<file path="src/rtl/rda_pkg.sv">
// ----------------------------------------------------------------------------
// Ring descriptor allocator package
// Function codes, status codes and the command record passed between the
// front and back halves of the allocator.
// ----------------------------------------------------------------------------
package rda_pkg;

   localparam int IDX_W = 8;
   localparam int CNT_W = 9;
   localparam int STATUS_W = 2;

   localparam logic FUNC_ALLOC = 1'b0;
   localparam logic FUNC_FREE = 1'b1;

   localparam logic [STATUS_W-1:0] STATUS_OK = 2'd0;
   localparam logic [STATUS_W-1:0] STATUS_NO_SPACE = 2'd1;
   localparam logic [STATUS_W-1:0] STATUS_RANGE = 2'd2;
   localparam logic [STATUS_W-1:0] STATUS_DOUBLE = 2'd3;

   typedef enum logic [1:0] {
      OP_ALLOC = 2'd0,
      OP_FREE = 2'd1,
      OP_RANGE = 2'd2
   } cmd_op_type;

   typedef struct packed {
      cmd_op_type op;
      logic [IDX_W-1:0] head;
   } cmd_type;

endpackage

</file>
<file path="src/rtl/rda_if.sv">
// ----------------------------------------------------------------------------
// Ring descriptor allocator channels
// Request and response channels with valid/ready handshake.
// ----------------------------------------------------------------------------
interface rda_req_if import rda_pkg::*; ();
   logic valid;
   logic ready;
   logic func;
   logic [IDX_W-1:0] head_index;

   modport source (output valid, output func, output head_index, input ready);
   modport sink (input valid, input func, input head_index, output ready);
endinterface

interface rda_rsp_if import rda_pkg::*; ();
   logic valid;
   logic ready;
   logic [STATUS_W-1:0] status_code;
   logic [IDX_W-1:0] first_index;
   logic [IDX_W-1:0] second_index;
   logic [IDX_W-1:0] third_index;
   logic [CNT_W-1:0] freed_count;

   modport source (output valid, output status_code, output first_index,
                   output second_index, output third_index, output freed_count,
                   input ready);
   modport sink (input valid, input status_code, input first_index,
                 input second_index, input third_index, input freed_count,
                 output ready);
endinterface

</file>
<file path="src/rtl/ring_descriptor_allocator.sv">
// ----------------------------------------------------------------------------
// Ring descriptor allocator
// Free map and chain links for a table of ring descriptors: allocates
// three-entry chains and frees chains by walking their links.
//
//   channel    dir   beat contents
//   req_chan   in    func, head_index
//   rsp_chan   out   status_code, first_index, second_index, third_index,
//                    freed_count
//
// Allocate: one lowest-free search per chain entry, then the last link
//   write; a search that finds nothing free answers no space. Free: walks
//   the chain from its head; the link memory read port gives one entry per
//   cycle. A head out of range gets a range status. Two requests queue
//   ahead of the back end; the response register holds a beat until taken
//   and the back end starts no command while it is full and not taken.
// Reset is synchronous; every entry is free after it, no clearing pass.
// ----------------------------------------------------------------------------
module ring_descriptor_allocator import rda_pkg::*; #(
   parameter int DESC_COUNT = 8
) (
   input logic clock,
   input logic reset,
   rda_req_if.sink req_chan,
   rda_rsp_if.source rsp_chan
);

   logic cmd_valid;
   cmd_type cmd;
   logic cmd_pop;

   rda_front #(
      .DESC_COUNT(DESC_COUNT)
   ) u_front (
      .clock(clock),
      .reset(reset),
      .req(req_chan),
      .cmd_valid(cmd_valid),
      .cmd(cmd),
      .cmd_pop(cmd_pop)
   );

   rda_back #(
      .DESC_COUNT(DESC_COUNT)
   ) u_back (
      .clock(clock),
      .reset(reset),
      .cmd_valid(cmd_valid),
      .cmd(cmd),
      .cmd_pop(cmd_pop),
      .rsp(rsp_chan)
   );

endmodule

</file>
<file path="src/rtl/rda_front.sv">
// ----------------------------------------------------------------------------
// Ring descriptor allocator front end
// Accepts request beats, classifies them into commands and holds them in a
// two-entry queue for the back end.
// ----------------------------------------------------------------------------
module rda_front import rda_pkg::*; #(
   parameter int DESC_COUNT = 8
) (
   input logic clock,
   input logic reset,
   rda_req_if.sink req,
   output logic cmd_valid,
   output cmd_type cmd,
   input logic cmd_pop
);

   localparam int QUEUE_DEPTH = 2;

   cmd_type slot_ff [QUEUE_DEPTH];
   logic [1:0] count_ff, count_in;
   logic wr_ptr_ff, rd_ptr_ff;
   logic push;
   cmd_type new_cmd;

   assign req.ready = count_ff != 2'(QUEUE_DEPTH);
   assign push = req.valid && req.ready;
   assign cmd_valid = count_ff != 2'd0;
   assign cmd = slot_ff[rd_ptr_ff];

   // classify: heads past the table end never reach the walk
   always_comb begin
      new_cmd.head = req.head_index;
      if (req.func == FUNC_ALLOC) begin
         new_cmd.op = OP_ALLOC;
      end else if (9'(req.head_index) >= 9'(DESC_COUNT)) begin
         new_cmd.op = OP_RANGE;
      end else begin
         new_cmd.op = OP_FREE;
      end
   end

   always_comb begin
      count_in = count_ff;
      if (push && !cmd_pop) begin
         count_in = count_ff + 2'd1;
      end else if (!push && cmd_pop) begin
         count_in = count_ff - 2'd1;
      end
   end

   always_ff @(posedge clock) begin
      if (reset) begin
         count_ff <= 2'd0;
         wr_ptr_ff <= 1'b0;
         rd_ptr_ff <= 1'b0;
      end else begin
         count_ff <= count_in;
         if (push) begin
            wr_ptr_ff <= !wr_ptr_ff;
         end
         if (cmd_pop) begin
            rd_ptr_ff <= !rd_ptr_ff;
         end
      end
   end

   always_ff @(posedge clock) begin
      if (push) begin
         slot_ff[wr_ptr_ff] <= new_cmd;
      end
   end

endmodule

</file>
<file path="src/rtl/rda_back.sv">
// ----------------------------------------------------------------------------
// Ring descriptor allocator back end
// Owns the free map and the link memory, runs allocate and free commands and
// holds the response register.
// ----------------------------------------------------------------------------
module rda_back import rda_pkg::*; #(
   parameter int DESC_COUNT = 8
) (
   input logic clock,
   input logic reset,
   input logic cmd_valid,
   input cmd_type cmd,
   output logic cmd_pop,
   rda_rsp_if.source rsp
);

   localparam int IW = $clog2(DESC_COUNT);

   typedef struct packed {
      logic has_next;
      logic [IW-1:0] link;
   } link_word_type;

   typedef enum logic [6:0] {
      S_IDLE = 7'b0000001,
      S_BAD = 7'b0000010,
      S_ALLOC0 = 7'b0000100,
      S_ALLOC1 = 7'b0001000,
      S_ALLOC2 = 7'b0010000,
      S_LINK = 7'b0100000,
      S_WALK = 7'b1000000
   } be_state_type;

   be_state_type state_ff, state_in;
   logic [DESC_COUNT-1:0] free_map_ff, free_map_in;
   logic [DESC_COUNT-1:0] avail_ff, avail_in;
   logic [IW-1:0] pick0_ff, pick0_in, pick1_ff, pick1_in, pick2_ff, pick2_in;
   logic [IDX_W-1:0] head_ff, head_in;
   logic walk_first_ff, walk_first_in;
   logic [CNT_W-1:0] count_ff, count_in;

   link_word_type link_mem [DESC_COUNT];
   link_word_type rd_ff;
   logic mem_we;
   logic [IW-1:0] mem_waddr, mem_raddr;
   link_word_type mem_wdata;

   logic rsp_valid_ff, rsp_valid_in;
   logic [STATUS_W-1:0] rsp_status_ff, res_status;
   logic [IDX_W-1:0] rsp_first_ff, rsp_second_ff, rsp_third_ff;
   logic [IDX_W-1:0] res_first, res_second, res_third;
   logic [CNT_W-1:0] rsp_count_ff, res_count;
   logic rsp_load;
   logic out_free;

   logic [DESC_COUNT-1:0] scan, low_vec;
   logic scan_any;
   logic [IW-1:0] pick_idx;
   logic [IDX_W-1:0] cur;
   logic [IW-1:0] cur_idx;
   logic in_range;

   assign rsp.valid = rsp_valid_ff;
   assign rsp.status_code = rsp_status_ff;
   assign rsp.first_index = rsp_first_ff;
   assign rsp.second_index = rsp_second_ff;
   assign rsp.third_index = rsp_third_ff;
   assign rsp.freed_count = rsp_count_ff;

   assign out_free = !rsp_valid_ff || rsp.ready;

   // lowest free entry of the scan mask
   assign scan = (state_ff == S_ALLOC0) ? free_map_ff : avail_ff;
   assign low_vec = scan & (~scan + DESC_COUNT'(1));
   assign scan_any = |scan;

   always_comb begin
      pick_idx = '0;
      for (int i = 0; i < DESC_COUNT; i++) begin
         if (low_vec[i]) begin
            pick_idx = IW'(i);
         end
      end
   end

   // walk address: head on the first step, else the link just read
   assign cur = walk_first_ff ? head_ff : IDX_W'(rd_ff.link);
   assign cur_idx = cur[IW-1:0];
   assign in_range = 9'(cur) < 9'(DESC_COUNT);
   assign mem_raddr = cur_idx;

   always_comb begin
      state_in = state_ff;
      free_map_in = free_map_ff;
      avail_in = avail_ff;
      pick0_in = pick0_ff;
      pick1_in = pick1_ff;
      pick2_in = pick2_ff;
      head_in = head_ff;
      walk_first_in = walk_first_ff;
      count_in = count_ff;
      mem_we = 1'b0;
      mem_waddr = '0;
      mem_wdata = '0;
      cmd_pop = 1'b0;
      rsp_load = 1'b0;
      res_status = STATUS_OK;
      res_first = '0;
      res_second = '0;
      res_third = '0;
      res_count = '0;

      case (state_ff)
         S_IDLE: begin
            if (cmd_valid && out_free) begin
               cmd_pop = 1'b1;
               head_in = cmd.head;
               walk_first_in = 1'b1;
               count_in = '0;
               case (cmd.op)
                  OP_ALLOC: state_in = S_ALLOC0;
                  OP_FREE: state_in = S_WALK;
                  default: state_in = S_BAD;
               endcase
            end
         end
         S_BAD: begin
            rsp_load = 1'b1;
            res_status = STATUS_RANGE;
            state_in = S_IDLE;
         end
         S_ALLOC0: begin
            if (!scan_any) begin
               rsp_load = 1'b1;
               res_status = STATUS_NO_SPACE;
               state_in = S_IDLE;
            end else begin
               pick0_in = pick_idx;
               avail_in = scan & ~low_vec;
               state_in = S_ALLOC1;
            end
         end
         S_ALLOC1: begin
            if (!scan_any) begin
               rsp_load = 1'b1;
               res_status = STATUS_NO_SPACE;
               state_in = S_IDLE;
            end else begin
               pick1_in = pick_idx;
               avail_in = scan & ~low_vec;
               mem_we = 1'b1;
               mem_waddr = pick0_ff;
               mem_wdata = '{has_next: 1'b1, link: pick_idx};
               state_in = S_ALLOC2;
            end
         end
         S_ALLOC2: begin
            if (!scan_any) begin
               rsp_load = 1'b1;
               res_status = STATUS_NO_SPACE;
               state_in = S_IDLE;
            end else begin
               pick2_in = pick_idx;
               free_map_in = scan & ~low_vec;
               mem_we = 1'b1;
               mem_waddr = pick1_ff;
               mem_wdata = '{has_next: 1'b1, link: pick_idx};
               state_in = S_LINK;
            end
         end
         S_LINK: begin
            mem_we = 1'b1;
            mem_waddr = pick2_ff;
            mem_wdata = '{has_next: 1'b0, link: '0};
            rsp_load = 1'b1;
            res_status = STATUS_OK;
            res_first = IDX_W'(pick0_ff);
            res_second = IDX_W'(pick1_ff);
            res_third = IDX_W'(pick2_ff);
            state_in = S_IDLE;
         end
         S_WALK: begin
            res_count = count_ff;
            if (!walk_first_ff && !rd_ff.has_next) begin
               rsp_load = 1'b1;
               res_status = STATUS_OK;
               state_in = S_IDLE;
            end else if (!in_range) begin
               rsp_load = 1'b1;
               res_status = STATUS_RANGE;
               state_in = S_IDLE;
            end else if (free_map_ff[cur_idx]) begin
               rsp_load = 1'b1;
               res_status = STATUS_DOUBLE;
               state_in = S_IDLE;
            end else begin
               free_map_in[cur_idx] = 1'b1;
               count_in = count_ff + CNT_W'(1);
               walk_first_in = 1'b0;
            end
         end
         default: begin
            state_in = S_IDLE;
         end
      endcase
   end

   always_comb begin
      rsp_valid_in = rsp_valid_ff;
      if (rsp_load) begin
         rsp_valid_in = 1'b1;
      end else if (rsp.ready) begin
         rsp_valid_in = 1'b0;
      end
   end

   always_ff @(posedge clock) begin
      if (reset) begin
         state_ff <= S_IDLE;
         free_map_ff <= '1;
         rsp_valid_ff <= 1'b0;
      end else begin
         state_ff <= state_in;
         free_map_ff <= free_map_in;
         rsp_valid_ff <= rsp_valid_in;
      end
   end

   always_ff @(posedge clock) begin
      avail_ff <= avail_in;
      pick0_ff <= pick0_in;
      pick1_ff <= pick1_in;
      pick2_ff <= pick2_in;
      head_ff <= head_in;
      walk_first_ff <= walk_first_in;
      count_ff <= count_in;
      if (rsp_load) begin
         rsp_status_ff <= res_status;
         rsp_first_ff <= res_first;
         rsp_second_ff <= res_second;
         rsp_third_ff <= res_third;
         rsp_count_ff <= res_count;
      end
   end

   // link memory: one write port, one registered read port
   always_ff @(posedge clock) begin
      if (mem_we) begin
         link_mem[mem_waddr] <= mem_wdata;
      end
      rd_ff <= link_mem[mem_raddr];
   end

   a_alloc_order: assert property (@(posedge clock) disable iff (reset)
      (rsp_valid_ff && rsp_status_ff == STATUS_OK && rsp_count_ff == '0) |->
      (rsp_first_ff < rsp_second_ff && rsp_second_ff < rsp_third_ff))
      else $error("allocated chain not in ascending order");

   a_map_stable: assert property (@(posedge clock) disable iff (reset)
      (state_ff != S_ALLOC2 && state_ff != S_WALK) |=> $stable(free_map_ff))
      else $error("free map changed outside commit or walk");

   a_no_overwrite: assert property (@(posedge clock) disable iff (reset)
      (rsp_load && rsp_valid_ff) |-> rsp.ready)
      else $error("response overwritten before taken");

   a_count_bound: assert property (@(posedge clock) disable iff (reset)
      rsp_valid_ff |-> rsp_count_ff <= CNT_W'(DESC_COUNT))
      else $error("freed count exceeds table size");

endmodule
</file>
<file path="src/flat_wrapper.sv">
// flat-port wrapper written by rule: the top's interface ports become plain ports
module ring_descriptor_allocator_flat import rda_pkg::*;
#(
   parameter int DESC_COUNT = 8
)
  (clock, reset, req_chan_valid, req_chan_func, req_chan_head_index, req_chan_ready, rsp_chan_valid, rsp_chan_status_code, rsp_chan_first_index, rsp_chan_second_index, rsp_chan_third_index, rsp_chan_freed_count, rsp_chan_ready);
  rda_req_if req_chan_i ();
  rda_rsp_if rsp_chan_i ();
  input logic clock;
  input logic reset;
  input wire logic [$bits(req_chan_i.valid)-1:0] req_chan_valid;
  input wire logic [$bits(req_chan_i.func)-1:0] req_chan_func;
  input wire logic [$bits(req_chan_i.head_index)-1:0] req_chan_head_index;
  output wire logic [$bits(req_chan_i.ready)-1:0] req_chan_ready;
  output wire logic [$bits(rsp_chan_i.valid)-1:0] rsp_chan_valid;
  output wire logic [$bits(rsp_chan_i.status_code)-1:0] rsp_chan_status_code;
  output wire logic [$bits(rsp_chan_i.first_index)-1:0] rsp_chan_first_index;
  output wire logic [$bits(rsp_chan_i.second_index)-1:0] rsp_chan_second_index;
  output wire logic [$bits(rsp_chan_i.third_index)-1:0] rsp_chan_third_index;
  output wire logic [$bits(rsp_chan_i.freed_count)-1:0] rsp_chan_freed_count;
  input wire logic [$bits(rsp_chan_i.ready)-1:0] rsp_chan_ready;
  assign req_chan_i.valid = req_chan_valid;
  assign req_chan_i.func = req_chan_func;
  assign req_chan_i.head_index = req_chan_head_index;
  assign req_chan_ready = req_chan_i.ready;
  assign rsp_chan_valid = rsp_chan_i.valid;
  assign rsp_chan_status_code = rsp_chan_i.status_code;
  assign rsp_chan_first_index = rsp_chan_i.first_index;
  assign rsp_chan_second_index = rsp_chan_i.second_index;
  assign rsp_chan_third_index = rsp_chan_i.third_index;
  assign rsp_chan_freed_count = rsp_chan_i.freed_count;
  assign rsp_chan_i.ready = rsp_chan_ready;
  ring_descriptor_allocator #(.DESC_COUNT(DESC_COUNT)) u_core (.clock(clock), .reset(reset), .req_chan(req_chan_i), .rsp_chan(rsp_chan_i));
endmodule
</file>
<file path="config.mk">
export PLATFORM = sky130hd
export DESIGN_NAME = ring_descriptor_allocator_flat
export DESIGN_NICKNAME = d
export VERILOG_FILES = /design/src/rtl/rda_pkg.sv /design/src/rtl/rda_if.sv /design/src/rtl/ring_descriptor_allocator.sv /design/src/rtl/rda_front.sv /design/src/rtl/rda_back.sv /design/src/flat_wrapper.sv
export SDC_FILE = /design/constraint.sdc
export NUM_CORES = 1
export LEC_CHECK = 0
export ABC_CLOCK_PERIOD_IN_PS = 6050
export BUFFER_PORTS_ARGS = -buffer_cell sky130_fd_sc_hd__buf_2
export CAP_MARGIN = 5
export CORE_ASPECT_RATIO = 1.4
export CORE_MARGIN = 1
export CORE_UTILIZATION = 55
export CTS_BUF_LIST = sky130_fd_sc_hd__clkbuf_4
export DETAILED_ROUTE_END_ITERATION = 12
export PLACE_DENSITY_LB_ADDON = 0.05
export SYNTH_ARGS = -nofsm -noshare
export SYNTH_HDL_FRONTEND = slang
export SYNTH_SLANG_ARGS = --single-unit
</file>
<file path="constraint.sdc">
create_clock -name clock -period 6.05 [get_ports clock]
set_clock_uncertainty 0.15 [all_clocks]
set_input_delay 0.605 -clock clock [delete_from_list [all_inputs] [get_ports clock]]
set_output_delay 0.605 -clock clock [all_outputs]
set_load 0.01 [all_outputs]
</file>
==> results of run 1 <==
==> per-stage QoR <==
| step | area [um^2] | instances | utilization [%] |
|---|---|---|---|
| 6_report | 6410 | 660 | 61.3 |
| 2_1_floorplan | 6010 | 485 | - |
| 3_5_place_dp | 6170 | 628 | 59.0 |
| 4_1_cts | 6410 | 660 | 61.3 |
| 3_3_place_gp | 6170 | 628 | 59.0 |
| 5_1_grt | 6410 | 660 | 61.3 |
==> power breakdown <==
group	internal, mW	switching [mW]	total [mW]
Sequential	1.12	0.0904	1.21
Combinational	0.182	0.295	0.477
Clock	0.198	0.321	0.519
==> cell families (layout without fill, tap and decap cells) <==
| group | after synthesis | count (layout) | synth area share (%) |
|---|---|---|---|
| other | 1 | 15 | 0.0629 |
| AO/OA/AOI/OAI | 108 | 108 | 13.3 |
| XOR/XNOR | 12 | 12 | 1.76 |
| adder cells (fa/ha/maj) | 2 | 2 | 0.420 |
| buffers and inverters | 44 | 81 | 4.20 |
| multiplexers | 17 | 17 | 3.38 |
| AND/OR/NAND/NOR | 156 | 156 | 15.1 |
| flip-flops | 131 | 131 | 61.8 |
==> worst paths after layout <==
kind,start,endpoint,cells after the start
worst max-delay path,u_core.u_back.walk_first_ff,u_core.u_back.rsp.second_index[0],5
worst min-delay path,req_chan_head_index[5],u_core.u_front.slot_ff[1][5],1
worst max register to register,u_core.u_back.walk_first_ff,u_core.u_back.rsp.second_index[0],5
worst min register to register,u_core.u_front.rd_ptr_ff,register,2
==> metal layers <==
layer	global-route usage, %	routed length [um]
met1	26.5	4900
met5	0	0
met2	37.5	5900
met4	10.5	335
met3	4.26	389
==> layout by cell type (no fill, tap or decap), types with 7 or more instances in the layout <==
cell / instances
clkbuf_4: 17
edfxtp_1: 106
a21oi_1: 21
xor2_1: 11
inv_1: 14
mux2_2: 11
nor2_1: 38
nand2_1: 15
buf_2: 34
conb_1: 15
o21ai_0: 14
o211ai_1: 8
nor3_1: 12
nor2b_1: 7
nand2b_1: 11
and2_1: 24
a21o_1: 10
dfxtp_1: 25
nand3_1: 7
==> sequential cells by signal, summed over array words and instances (netlist names), named ones only <==
| name | cells |
|---|---|
| u_core.u_back.avail_ff | 7 |
| u_core.u_back.count_ff | 9 |
| u_core.u_back.free_map_ff | 8 |
| u_core.u_back.head_ff | 8 |
| u_core.u_back.link_mem | 32 |
| u_core.u_back.pick0_ff | 3 |
| u_core.u_back.pick1_ff | 3 |
| u_core.u_back.pick2_ff | 3 |
| u_core.u_back.rd_ff | 4 |
| u_core.u_back.rsp.first_index | 3 |
| u_core.u_back.rsp.freed_count | 9 |
| u_core.u_back.rsp.second_index | 3 |
| u_core.u_back.rsp.status_code | 2 |
| u_core.u_back.rsp.third_index | 3 |
| u_core.u_back.rsp.valid | 1 |
| u_core.u_back.state_ff | 7 |
| u_core.u_back.walk_first_ff | 1 |
| u_core.u_front.count_ff | 2 |
| u_core.u_front.rd_ptr_ff | 1 |
| u_core.u_front.slot_ff | 20 |
| u_core.u_front.wr_ptr_ff | 1 |
==> final cells by class <==
class | instances | area [um^2]
clock buffers | 17 | 128
clock inverters | 15 | 118
fillers | 844 | 4050
inverters | 14 | 52.6
multi-input cells | 310 | 2080
flip-flops and latches | 131 | 3680
well taps | 138 | 173
repair buffers | 35 | 178
==> impl_metrics.tcl, run 1 <==
set metrics [dict create \
    ys_warn_count 0 \
    setup_viol_count_final 0 \
    startpoint_type "register" \
    power.density_nw_per_um2 344 \
    yosysUniqueCellTypes 72 \
    post_cts_buffers 0 \
    clkLatencyLatePin_ns 0.52 \
    cts_resized 0 \
    max_stage_delay_ns 0.70 \
    clk_pin_slew_worst_paths_ns 0.12 \
    cts_tree "done" \
    end_kind "register" \
    synth_area_leaders "edfxtp_1, dfxtp_1, and2_1, nor2_1, mux2_2" \
    fin_crit_ns 3.43 \
    die_area_um2 11300 \
    crit_top_cell "nand2_1" \
    critPathArrivalTime_ns 3.43 \
    track_usage_pct 21.9 \
    cts.sinks 131 \
    initial_utilization_pct 57.0 \
    p_leak_nw 2.30 \
    synth_edf_count 106 \
    ys_ff_latch 131 \
    die_h_um 125 \
    yosysSeqAreaShare_pct 61.8 \
    crit_fanout 21 \
    die_w_um 90.0 \
    netlist.area_leader.share_pct 53.4 \
    vias 3842 \
    rsz0062_at_grt "no" \
    fin_ws_ns 2.62 \
    critical-path-top-delay-family "compound AO/OA/AOI/OAI gates" \
    firstDrtPassIters 4 \
    grt_pass1_vias 3698 \
    synthesis.area_um2 5960 \
    worst_ir_drop_vdd_mv 0.202 \
    fin_crit_sh_pct 56.6 \
    overflow 0 \
    setup_tns_ns 0 \
    drive_gt1_share_pct 19.2 \
    crit_type "register to register" \
    worstPathCellList "o31ai_2, a22o_1, o32a_1, nand2_1, nand2_1" \
    coreArea_um2 10500 \
    route.detailed.drc 0 \
    drt_iter0_markers 247 \
    syn_avg_cell_area_um2 12.7 \
    wl_per_cell_um 17.5 \
    fmax_ghz 0.292 \
    dp_slack_ns 2.66 \
    hold_slack_ns 0.120 \
    synth_common_cells "edfxtp_1, nor2_1, dfxtp_1, and2_1, a21oi_1" \
    slew_viol_final 0 \
    place_hpwl_um 8290 \
    worstPathRequired_ns 6.06 \
    async_flop_share_pct 0 \
    slowest_stage "o31ai_2" \
    outcome "complete, no violations" \
    total_power_mw 2.21 \
    place.gp.congestion 0.853 \
    grt_pass1_wl_um 18900 \
    relSlewSlack_pct 36.4 \
    ant_nets 0 \
    hp-class "input port to register" \
    row_count 44 \
    antenna_cells 0 \
    cts_root_buf "clkbuf_4" \
    grt_max_degree 22 \
    ff2ff_setup_slack_ns 2.62 \
    worst_slew_pin_slew_ns 0.953 \
    hold_viol 0 \
    antenna_found_initial 0 \
    yosys.area.top_type "edfxtp_1" \
    cts_buffers 17 \
    cts_hold_buf 0 \
    wl_um 11500 \
    layout.nets 524 \
    clock_path_buffers 2 \
    portBuffers 34 \
    syn_inst 471 \
    maxCapViolCount 0 \
    io-pin-count 50 \
    synth.most_common_cell "edfxtp_1" \
    critPathBufInv 0 \
    htree_levels 4 \
    syn_to_final_growth_pct 7.56 \
    ys.flop_type "edfxtp_1" \
    via_per_inst 5.82 \
]
(Power assumes the default switching activity.)
==> run 2: changes to the inputs <==
--- a/config.mk
+++ b/config.mk
@@ -5,7 +5,8 @@
 export SDC_FILE = /design/constraint.sdc
 export NUM_CORES = 1
 export LEC_CHECK = 0
-export ABC_CLOCK_PERIOD_IN_PS = 6050
+export ABC_AREA = 1
+export ABC_CLOCK_PERIOD_IN_PS = 3500
 export BUFFER_PORTS_ARGS = -buffer_cell sky130_fd_sc_hd__buf_2
 export CAP_MARGIN = 5
 export CORE_ASPECT_RATIO = 1.4
==> constraint.sdc (replaced) <==
create_clock -name clock -period 3.5 [get_ports clock]
set_clock_uncertainty 0.15 [all_clocks]
set_input_delay 0.35 -clock clock [delete_from_list [all_inputs] [get_ports clock]]
set_output_delay 0.35 -clock clock [all_outputs]
set_load 0.01 [all_outputs]
==> impl_metrics.tcl, run 2 <==
set metrics [dict create \
    finish.utilization_pct 63.5 \
    grt_pass1_wl_um 19300 \
    mostFrequentLayoutCell "edfxtp_1" \
    cts_buffers 17 \
    die_area_um2 11200 \
    startpoint_type "register" \
    slowest_stage "nor2_1" \
    setup_tns_ns 0 \
    outcome "complete, no violations" \
    wl_per_cell_um 15.4 \
    crit_top_cell "nand2_4" \
    min-delay-start "rsp_chan_ready" \
    maxCapViolCount 0 \
    netlist.area_leader.share_pct 53.8 \
    critPathBufInv 1 \
    die_w_um 89.7 \
    fin_crit_sh_pct 81.2 \
    yosysUniqueCellTypes 41 \
    crit_start "u_core.u_back.state_ff[4]" \
    hp-class "input port to register" \
    layout.nets 647 \
    mostFrequentLayoutCells "edfxtp_1, nand2_1, inv_1" \
    row_count 44 \
    place.gp.congestion 0.872 \
    antenna_cells 0 \
    firstDrtPassIters 5 \
    largest_reg_flops 32 \
    grt_max_degree 23 \
    cts_root_buf "clkbuf_4" \
    synth_common_cells "edfxtp_1, nand2_1, inv_1, nor2_1, nand3_1" \
    drive_gt1_share_pct 18.6 \
    worst_ir_drop_vdd_mv 0.319 \
    relSlewSlack_pct 40.4 \
    ant_nets 0 \
    end_kind "register" \
    setup_viol_count_final 0 \
    place_hpwl_um 9040 \
    syn_to_final_growth_pct 11.6 \
    worstPathRequired_ns 3.52 \
    max_stage_delay_ns 0.44 \
    total_power_mw 4.23 \
    cts.sinks 131 \
    drt_iter0_markers 332 \
    crit_type "register to register" \
    largest-register "u_core.u_back.link_mem" \
    cts_tree "done" \
    syn_inst 573 \
    coreArea_um2 10400 \
    synthesis.area_um2 5920 \
    post_cts_buffers 0 \
    synth_area_leaders "edfxtp_1, dfxtp_1, nand2_1, inv_1, nor2_1" \
    hold_viol 0 \
    die_h_um 125 \
    synth_edf_count 106 \
    critPathArrivalTime_ns 2.86 \
    slew_viol_final 0 \
    worstPathCellList "inv_2, nand2_2, nor2_4, nand2_4, nand2_4, nand3_4, nor2_8, nand2_4, nand3_1, nand2_1, nor2_2, nand2_1, nor2_1" \
    ys.flop_type "edfxtp_1" \
    top_regs "u_core.u_back.link_mem (32), u_core.u_front.slot_ff (20)" \
    p_leak_nw 2.89 \
    async_flop_share_pct 0 \
    grt_pass1_vias 3885 \
    rr_startpoint "u_core.u_back.state_ff[4]" \
    antenna_found_initial 0 \
    syn_avg_cell_area_um2 10.3 \
    ys_warn_count 0 \
    vias 4043 \
    clkLatencyLatePin_ns 0.53 \
    wl_um 12000 \
    critical-path-top-delay-family "simple AND/OR/NAND/NOR gates" \
    power.density_nw_per_um2 640 \
    rsz0062_at_grt "no" \
    synth.most_common_cell "edfxtp_1" \
    fmax_ghz 0.352 \
    io-pin-count 50 \
    overflow 0 \
    htree_levels 4 \
    route.detailed.drc 0 \
    via_per_inst 5.16 \
    portBuffers 34 \
    clock_path_buffers 2 \
    yosys.area.top_type "edfxtp_1" \
    fin_crit_ns 2.84 \
    clk_pin_slew_worst_paths_ns 0.11 \
    initial_utilization_pct 56.9 \
    worst_slew_pin_slew_ns 0.891 \
    cts_hold_buf 10 \
    crit_fanout 11 \
    cts_resized 0 \
    ys_ff_latch 131 \
    yosysSeqAreaShare_pct 62.2 \
    track_usage_pct 23.8 \
]
-- run 2: cell types whose count changed after synthesis, sizes merged, moves of 10 or more --
cell,change
and2,-24
nand2,+98
inv,+81
nand3,+29
nor2,+34
xor2,-10
a21o,-10
nand2b,-12
-- run 2: worst paths after layout --
check             slack (ns)  cells after the start                      endpoint
setup / recovery        0.66                     13  u_core.u_back.link_mem[2][2]
hold / removal          0.06                      6       u_core.u_back.rsp.valid
setup reg to reg        0.66                     13  u_core.u_back.link_mem[2][2]
hold reg to reg         0.33                      2      u_core.u_front.rd_ptr_ff
-- run 2: layer usage --
metal	routed length, um	up-vias	GRT usage [%]
met5	0	-	0
met4	421	0	11.1
met3	448	33	5.70
met2	6330	110	40.3
met1	4850	1908	27.7
li1	-	1992	-
-- run 2: report_power, final --
group          switching (mW)  leakage, nW  internal (mW)
logic                   0.713         1.59          0.340
clock network           0.535        0.169          0.581
registers               0.106         1.13           1.96
-- run 2: cell type report --
| cell class | count | area (um^2) |
|---|---|---|
| tap | 138 | 173 |
| clock buffer | 20 | 150 |
| multi-input combinational | 336 | 1760 |
| sequential | 131 | 3680 |
| timing repair buffer | 49 | 308 |
| fill | 869 | 3800 |
| clock inverter | 12 | 163 |
| inverter | 97 | 365 |
-- run 2: cell families after synthesis --
| logic type | after synthesis | share of synthesized area [%] |
|---|---|---|
| AOI/OAI and AO/OA | 58 | 6.00 |
| xor gates and xnor gates | 1 | 0.148 |
| adders and majority gates | 2 | 0.423 |
| buffers and inverters | 120 | 8.86 |
| DFF | 131 | 62.2 |
| muxes | 9 | 1.71 |
| other | 1 | 0.0634 |
| and+or+nand+nor | 251 | 20.6 |
-- run 2: tightest hold or removal path: stages --
cell	delay, ns
buf_2	0.08
nor2_1	0.04
inv_1	0.05
nand4_1	0.09
nand2_1	0.06
inv_1	0.04
-- run 2: stage by stage --
stage | setup slack, ns | hold WS [ns] | cells | area (um^2)
final | 0.657 | 0.0610 | 783 | 6610
after global routing | 0.510 | 0.0780 | 783 | 6610
after CTS | 0.676 | 0.0310 | 783 | 6610
after detailed placement | 0.717 | 0.320 | 741 | 6190
after global placement | 0.759 | 0.300 | 741 | 6190
after floorplan | 1.04 | 0.288 | 587 | 5970
